## config.mk

```make
export PLATFORM = sky130hd
export DESIGN_NAME = wildcard_glob_matcher_core
export DESIGN_NICKNAME = d
export VERILOG_FILES = /design/src/rtl/gwm_pkg.sv /design/src/rtl/gwm_cell.sv /design/src/rtl/wildcard_glob_matcher_core.sv
export SDC_FILE = /design/constraint.sdc
export NUM_CORES = 1
export LEC_CHECK = 0
export BUFFER_PORTS_ARGS = -buffer_cell sky130_fd_sc_hd__buf_2
export CAP_MARGIN = 5
export CORE_UTILIZATION = 40
export DETAILED_ROUTE_END_ITERATION = 10
export REMOVE_ABC_BUFFERS = 1
export SLEW_MARGIN = 20
export SYNTH_ARGS = -nofsm -noshare
export SYNTH_HDL_FRONTEND = slang
export SYNTH_HIERARCHICAL = 1
export SYNTH_SLANG_ARGS = --single-unit
```

## constraint.sdc

```tcl
create_clock -name clk -period 28.9 [get_ports clk]
set_input_delay 2.89 -clock clk [delete_from_list [all_inputs] [get_ports clk]]
set_output_delay 2.89 -clock clk [all_outputs]
set_load 0.005 [all_outputs]
```

## src/rtl/gwm_pkg.sv

```systemverilog
// gwm_pkg: shared constants and types for the glob matcher
// used by gwm_cell and wildcard_glob_matcher_core, no dependencies
`default_nettype none

package gwm_pkg;

	localparam int PATTERN_MAX_DEF = 32;
	localparam int BYTE_W          = 8;
	localparam int REG_W           = 64;
	localparam int LEN_W           = 6;
	localparam int IDX_W           = 3;
	localparam int PAT_BYTES       = 4 * REG_W / BYTE_W;

	localparam logic [BYTE_W-1:0] CHAR_QMARK = 8'h3F;
	localparam logic [BYTE_W-1:0] CHAR_STAR  = 8'h2A;

	localparam logic [IDX_W-1:0] REG_PAT_A = 3'd0;
	localparam logic [IDX_W-1:0] REG_PAT_B = 3'd1;
	localparam logic [IDX_W-1:0] REG_PAT_C = 3'd2;
	localparam logic [IDX_W-1:0] REG_PAT_D = 3'd3;
	localparam logic [IDX_W-1:0] REG_LEN   = 3'd4;

	// signals handed from one cell to the next
	typedef struct packed {
		logic start;
		logic into;
	} link_t;

	// per-position view of the active set
	typedef struct packed {
		logic cur;
		logic nxt;
	} cell_stat_t;

endpackage

`default_nettype wire

```

## src/rtl/gwm_cell.sv

```systemverilog
// gwm_cell: one pattern position of the glob matcher cell row
// depends on gwm_pkg for byte constants and link types
`default_nettype none

module gwm_cell
	import gwm_pkg::*;
(
	input  wire logic              clk,
	input  wire logic              arst_n,
	input  wire logic [BYTE_W-1:0] pat_byte,
	input  wire logic              en,
	input  wire logic [BYTE_W-1:0] subj,
	input  wire logic              fresh,
	input  wire logic              step,
	input  wire link_t             link_in,
	output link_t                  link_out,
	output cell_stat_t             stat
);

	logic act_q;
	logic star;
	logic hit;
	logic cur;
	logic cl;

	always_comb begin
		star = en && (pat_byte == CHAR_STAR);
		hit  = (pat_byte == CHAR_QMARK) || (pat_byte == subj);
		cur  = fresh ? link_in.start : act_q;
		cl   = (cur & star) | link_in.into;
		link_out.start = link_in.start & star;
		link_out.into  = (cur & en & ~star & hit) | (cl & star);
		stat.cur = cur;
		stat.nxt = cl;
	end

	always_ff @(posedge clk or negedge arst_n) begin
		if (!arst_n) begin
			act_q <= 1'b0;
		end else if (step) begin
			act_q <= cl;
		end
	end

endmodule

`default_nettype wire

```

## src/rtl/wildcard_glob_matcher_core.sv

```systemverilog
// wildcard_glob_matcher_core: top level of the streaming glob matcher
// depends on gwm_pkg and instantiates a row of gwm_cell
//
// Matches a streamed subject, one byte per transaction, against a stored glob
// pattern of up to PATTERN_MAX bytes ('?' any byte, '*' any run). One subject
// byte is taken every clock cycle with no gaps between subjects; the whole
// active-position update, star closure included, ripples combinationally
// through the cell row. The result of a subject's last transaction is
// registered in the output register when that register is free. A two-entry
// output buffer keeps input flowing while one result waits; input stalls only
// while both entries hold results. Any write to a pattern register or to the
// length register restarts the subject in progress.
`default_nettype none

module wildcard_glob_matcher_core
	import gwm_pkg::*;
#(
	parameter int PATTERN_MAX = PATTERN_MAX_DEF
) (
	input  wire logic              clk,
	input  wire logic              arst_n,
	input  wire logic              wr_en,
	input  wire logic [IDX_W-1:0]  wr_index,
	input  wire logic [REG_W-1:0]  wr_data,
	input  wire logic              in_valid,
	output logic                   in_stall,
	input  wire logic [BYTE_W-1:0] subject_byte,
	input  wire logic              end_of_subject,
	input  wire logic              empty_subject,
	output logic                   out_valid,
	input  wire logic              out_stall,
	output logic                   matched
);

	localparam int POS_W = $clog2(PATTERN_MAX + 1);

	logic [3:0][REG_W-1:0]             pat_q;
	logic [LEN_W-1:0]                  plen_q;
	logic                              fresh_q;
	logic                              act_last_q;
	logic                              out_valid_q;
	logic                              out_data_q;
	logic                              skid_valid_q;
	logic                              skid_data_q;

	logic [PAT_BYTES-1:0][BYTE_W-1:0]  pat_bytes;
	logic [LEN_W-1:0]                  len;
	logic [POS_W-1:0]                  pos;
	link_t [PATTERN_MAX:0]             link;
	cell_stat_t [PATTERN_MAX:0]        stat;
	logic                              accept;
	logic                              step;
	logic                              res_v;
	logic                              res_d;
	logic                              out_take;
	logic                              cfg_hit;

	assign link[0].start = 1'b1;
	assign link[0].into  = 1'b0;
	assign stat[PATTERN_MAX].cur = fresh_q ? link[PATTERN_MAX].start : act_last_q;
	assign stat[PATTERN_MAX].nxt = link[PATTERN_MAX].into;

	always_comb begin
		pat_bytes = pat_q;
		len = (plen_q > LEN_W'(PATTERN_MAX)) ? LEN_W'(PATTERN_MAX) : plen_q;
		pos = len[POS_W-1:0];
		accept   = in_valid && !in_stall;
		step     = accept && !empty_subject;
		res_v    = accept && (empty_subject || end_of_subject);
		res_d    = empty_subject ? stat[pos].cur : stat[pos].nxt;
		out_take = out_valid_q && !out_stall;
		cfg_hit  = wr_en && (wr_index <= REG_LEN);
		in_stall  = skid_valid_q;
		out_valid = out_valid_q;
		matched   = out_data_q;
	end

	for (genvar g = 0; g < PATTERN_MAX; g++) begin : g_cell
		gwm_cell u_cell (
			.clk      (clk),
			.arst_n   (arst_n),
			.pat_byte (pat_bytes[g]),
			.en       (len > LEN_W'(g)),
			.subj     (subject_byte),
			.fresh    (fresh_q),
			.step     (step),
			.link_in  (link[g]),
			.link_out (link[g+1]),
			.stat     (stat[g])
		);
	end

	always_ff @(posedge clk or negedge arst_n) begin
		if (!arst_n) begin
			pat_q  <= '0;
			plen_q <= '0;
		end else if (wr_en) begin
			unique case (wr_index)
				REG_PAT_A: pat_q[0] <= wr_data;
				REG_PAT_B: pat_q[1] <= wr_data;
				REG_PAT_C: pat_q[2] <= wr_data;
				REG_PAT_D: pat_q[3] <= wr_data;
				REG_LEN:   plen_q   <= wr_data[LEN_W-1:0];
				default:   ;
			endcase
		end
	end

	// restart on a write to any listed register, index beyond the list ignored
	always_ff @(posedge clk or negedge arst_n) begin
		if (!arst_n) begin
			fresh_q    <= 1'b1;
			act_last_q <= 1'b0;
		end else begin
			if (cfg_hit) begin
				fresh_q <= 1'b1;
			end else if (accept) begin
				fresh_q <= empty_subject || end_of_subject;
			end
			if (step) begin
				act_last_q <= link[PATTERN_MAX].into;
			end
		end
	end

	always_ff @(posedge clk or negedge arst_n) begin
		if (!arst_n) begin
			out_valid_q  <= 1'b0;
			skid_valid_q <= 1'b0;
		end else if (out_take || !out_valid_q) begin
			out_valid_q  <= skid_valid_q || res_v;
			skid_valid_q <= 1'b0;
		end else if (res_v) begin
			skid_valid_q <= 1'b1;
		end
	end

	always_ff @(posedge clk) begin
		if (out_take || !out_valid_q) begin
			out_data_q <= skid_valid_q ? skid_data_q : res_d;
		end else if (res_v) begin
			skid_data_q <= res_d;
		end
	end

	a_skid_needs_out: assert property (@(posedge clk) disable iff (!arst_n)
		skid_valid_q |-> out_valid_q)
		else $error("skid entry held while output register empty");

	a_result_follows_end: assert property (@(posedge clk) disable iff (!arst_n)
		res_v |=> out_valid_q)
		else $error("ending transaction gave no result");

	a_write_restarts: assert property (@(posedge clk) disable iff (!arst_n)
		cfg_hit |=> fresh_q)
		else $error("register write did not restart the subject");

	a_fresh_pos0: assert property (@(posedge clk) disable iff (!arst_n)
		fresh_q |-> stat[0].cur)
		else $error("restart state lost position zero");

endmodule

`default_nettype wire
```

==> flow_summary.ini <==
[floorplan]
row_count = 78
design.die.area_um2 = 47500
die_h_um = 218
io_pins = 85
core_area_um2 = 45700
die_width_um = 218
start_util_pct = 40.9

[sta]
slew_violations = 0
min_period_over_period_pct = 54.3
fmaxAchievable_ghz = 0.0637
worst_pin_slew_ns = 1.05
finClkSkew_ns = 0.0183
fin_hold_ws_ns = 0.505
hold_viol_final = 0
finalSetupTns_ns = 0
period_minus_slack_ns = 15.70
slew_headroom_pct = 29.7
finalSetupViolCount = 0
rsz0062_at_grt = false

[placed_design]
gp_congestion = 0.887
numPortBuffers = 84
place_area_um2 = 19400
place_hpwl_mm = 36.9

[final_layout]
stdcell_area_um2 = 20500
syn_to_final_growth_pct = 9.75
drive_gt1_share_pct = 40.0
fin_nets = 1625
mostFrequentLayoutCell = dfrtp_1
layout_common_cells = 297 x dfrtp_1, 263 x mux2_2, 256 x xor2_1
final_util_pct = 44.8
num_antenna_cells = 0

[clocking]
clk_latency_ns = 0.55
post_cts_buffers = 0
htreeDepth = 2
cts_sinks = 300
cts-resized-gates = 0
ctsHoldBuffers = 0
clockBufferDepth = 3
clockRootBuffer = clkbuf_16
cts_tree = built
cts_inserted_buffers = 35
path_clk_slew_ns = 0.06

[hold_path]
holdCritPathClass = reg -> reg
hold_depth = 1

[critical_path]
cp_max_fo = 21
crit_top_cell = nor3b_2
cp_slowest_cell = buf_4
arrival_ns = 16.11
cp.required_ns = 29.31
r2r_cells = 74
crit_type = in -> reg
slowest_delay_ns = 0.38
startpoint_type = input pin
end_kind = flip-flop

[global_routing]
grt_usage_pct = 21.9
grt_max_degree = 114
grt_pass1_wl_mm = 78.7
overflow = 0
antenna_found_initial = 0
grt_pass1_vias = 12600

[detailed_routing]
drt_iter0_drc = 763
wl_per_cell_um = 23.6
vias_per_cell = 5.74
dr.pass1.iters = 5
drc = 0
postRouteAntennaNets = 0
vias = 12400
wirelength_mm = 51.2

[flow_run]
maxCapViolCount = 0

[yosys]
synth_edf_count = 2
synth_cells = 1495
yosysSeqAreaShare_pct = 40.3
syn_area_per_cell_um2 = 12.5
synth_seq_cells = 300
synth_ff_type = dfrtp_1
yosysUniqueCellTypes = 50
syn_area_um2 = 18700
async_flop_share_pct = 99.3
yosysWarnings = 6

[power_and_ir_drop]
p_leak_uw = 0.00872
pwr_density_cell_nw_per_um2 = 66.6
ir_drop_v = 0.0000402

[status]
status = completed
## metal layers
metal | wire (um) | part of all wire [%] | up-vias | GRT usage, %
met2 | 24300 | 48 | 263 | 35.6
met5 | 0 | 0 | - | 0
met4 | 1550 | 3.0 | 0 | 7.69
met1 | 23000 | 45 | 6460 | 29.3
li1 | - | - | 5623 | -
met3 | 2280 | 4.5 | 83 | 3.77
## synthesized netlist by cell type, drive strengths merged (6+ instances only)
master | count | area share [%]
mux2i | 32 | 1.7
and4 | 32 | 1.9
nor4 | 65 | 2.2
mux2 | 327 | 21
nor3b | 33 | 2.2
xor2 | 256 | 12
nor4b | 32 | 4.1
a31o | 66 | 3.1
a22oi | 32 | 1.3
nor2 | 45 | 0.91
a21o | 7 | 0.28
nand2b | 6 | 0.20
and3 | 32 | 1.1
clkbuf | 15 | 0.30
buf | 90 | 3.6
dfrtp | 297 | 40
nand2 | 27 | 0.54
o21ai | 11 | 0.29
o22ai | 16 | 0.54
a31oi | 32 | 1.1
## kinds of logic (layout without fill, tap and decap cells)
group	count (synthesis)	count (layout)	synth area share [%]
compound gates	179	179	7.28
xor+xnor	256	256	12.0
buf+inv	109	178	3.94
flops	300	300	40.3
mux	359	359	22.7
other cells	2	4	0.0402
simple gates	290	290	13.7
## worst max-delay path, delay by kind of cell
kind / cells / cell delay, ns
simple gates: 33 / 7.96
compound gates: 35 / 4.55
mux: 1 / 0.08
xor+xnor: 1 / 0.12
buf+inv: 2 / 0.46
## through the flow
stage / setup slack, ns / power (uW) / cells
2_1_floorplan: 15.30 / 827 / 1392
3_3_place_gp: 13.36 / 936 / 2105
3_5_place_dp: 12.78 / 944 / 2105
4_1_cts: 13.33 / 1370 / 2165
5_1_grt: 11.97 / 1430 / 2166
6_report: 13.20 / 1360 / 2166
## layout make-up
cell class | count | area [um^2]
well taps | 600 | 751
multi-input cells | 1088 | 10500
inverters | 4 | 15.0
repair buffers | 114 | 668
fillers | 4200 | 25200
flip-flops and latches | 300 | 7520
clock buffers | 56 | 1060
clock inverters | 4 | 22.5
## flip-flops by register name, summed over array words and instances (netlist names)
name / cells
pat_bytes: 256
g_cell.u_cell/act_q: 32
plen_q: 6
act_last_q: 1
fresh_q: 1
in_stall: 1
matched: 1
out_valid: 1
skid_data_q: 1
## worst paths after layout
path / startpoint / end / slack (ns)
worst min-delay path: g_cell[29].u_cell/act_q$_DFFE_PN0P_ / g_cell[29].u_cell/act_q$_DFFE_PN0P_ / 0.51
min in group asynchronous: arst_n / pat_bytes[129]$_DFFE_PN0P_ / 2.40
max in group asynchronous: arst_n / pat_bytes[115]$_DFFE_PN0P_ / 24.26
worst min register to register: g_cell[29].u_cell/act_q$_DFFE_PN0P_ / g_cell[29].u_cell/act_q$_DFFE_PN0P_ / 0.51
worst max-delay path: subject_byte[3] / matched$_DFFE_PN_ / 13.20
worst max register to register: plen_q[3]$_DFFE_PN0P_ / matched$_DFFE_PN_ / 14.48
## report_power, final
| group | leakage (uW) | switching, uW | total [uW] | internal [uW] |
|---|---|---|---|---|
| Clock | 0.000526 | 175 | 425 | 250 |
| Combinational | 0.00454 | 148 | 320 | 172 |
| Sequential | 0.00366 | 116 | 619 | 503 |
| Total | 0.00872 | 439 | 1360 | 925 |
(Power assumes the default switching activity.)
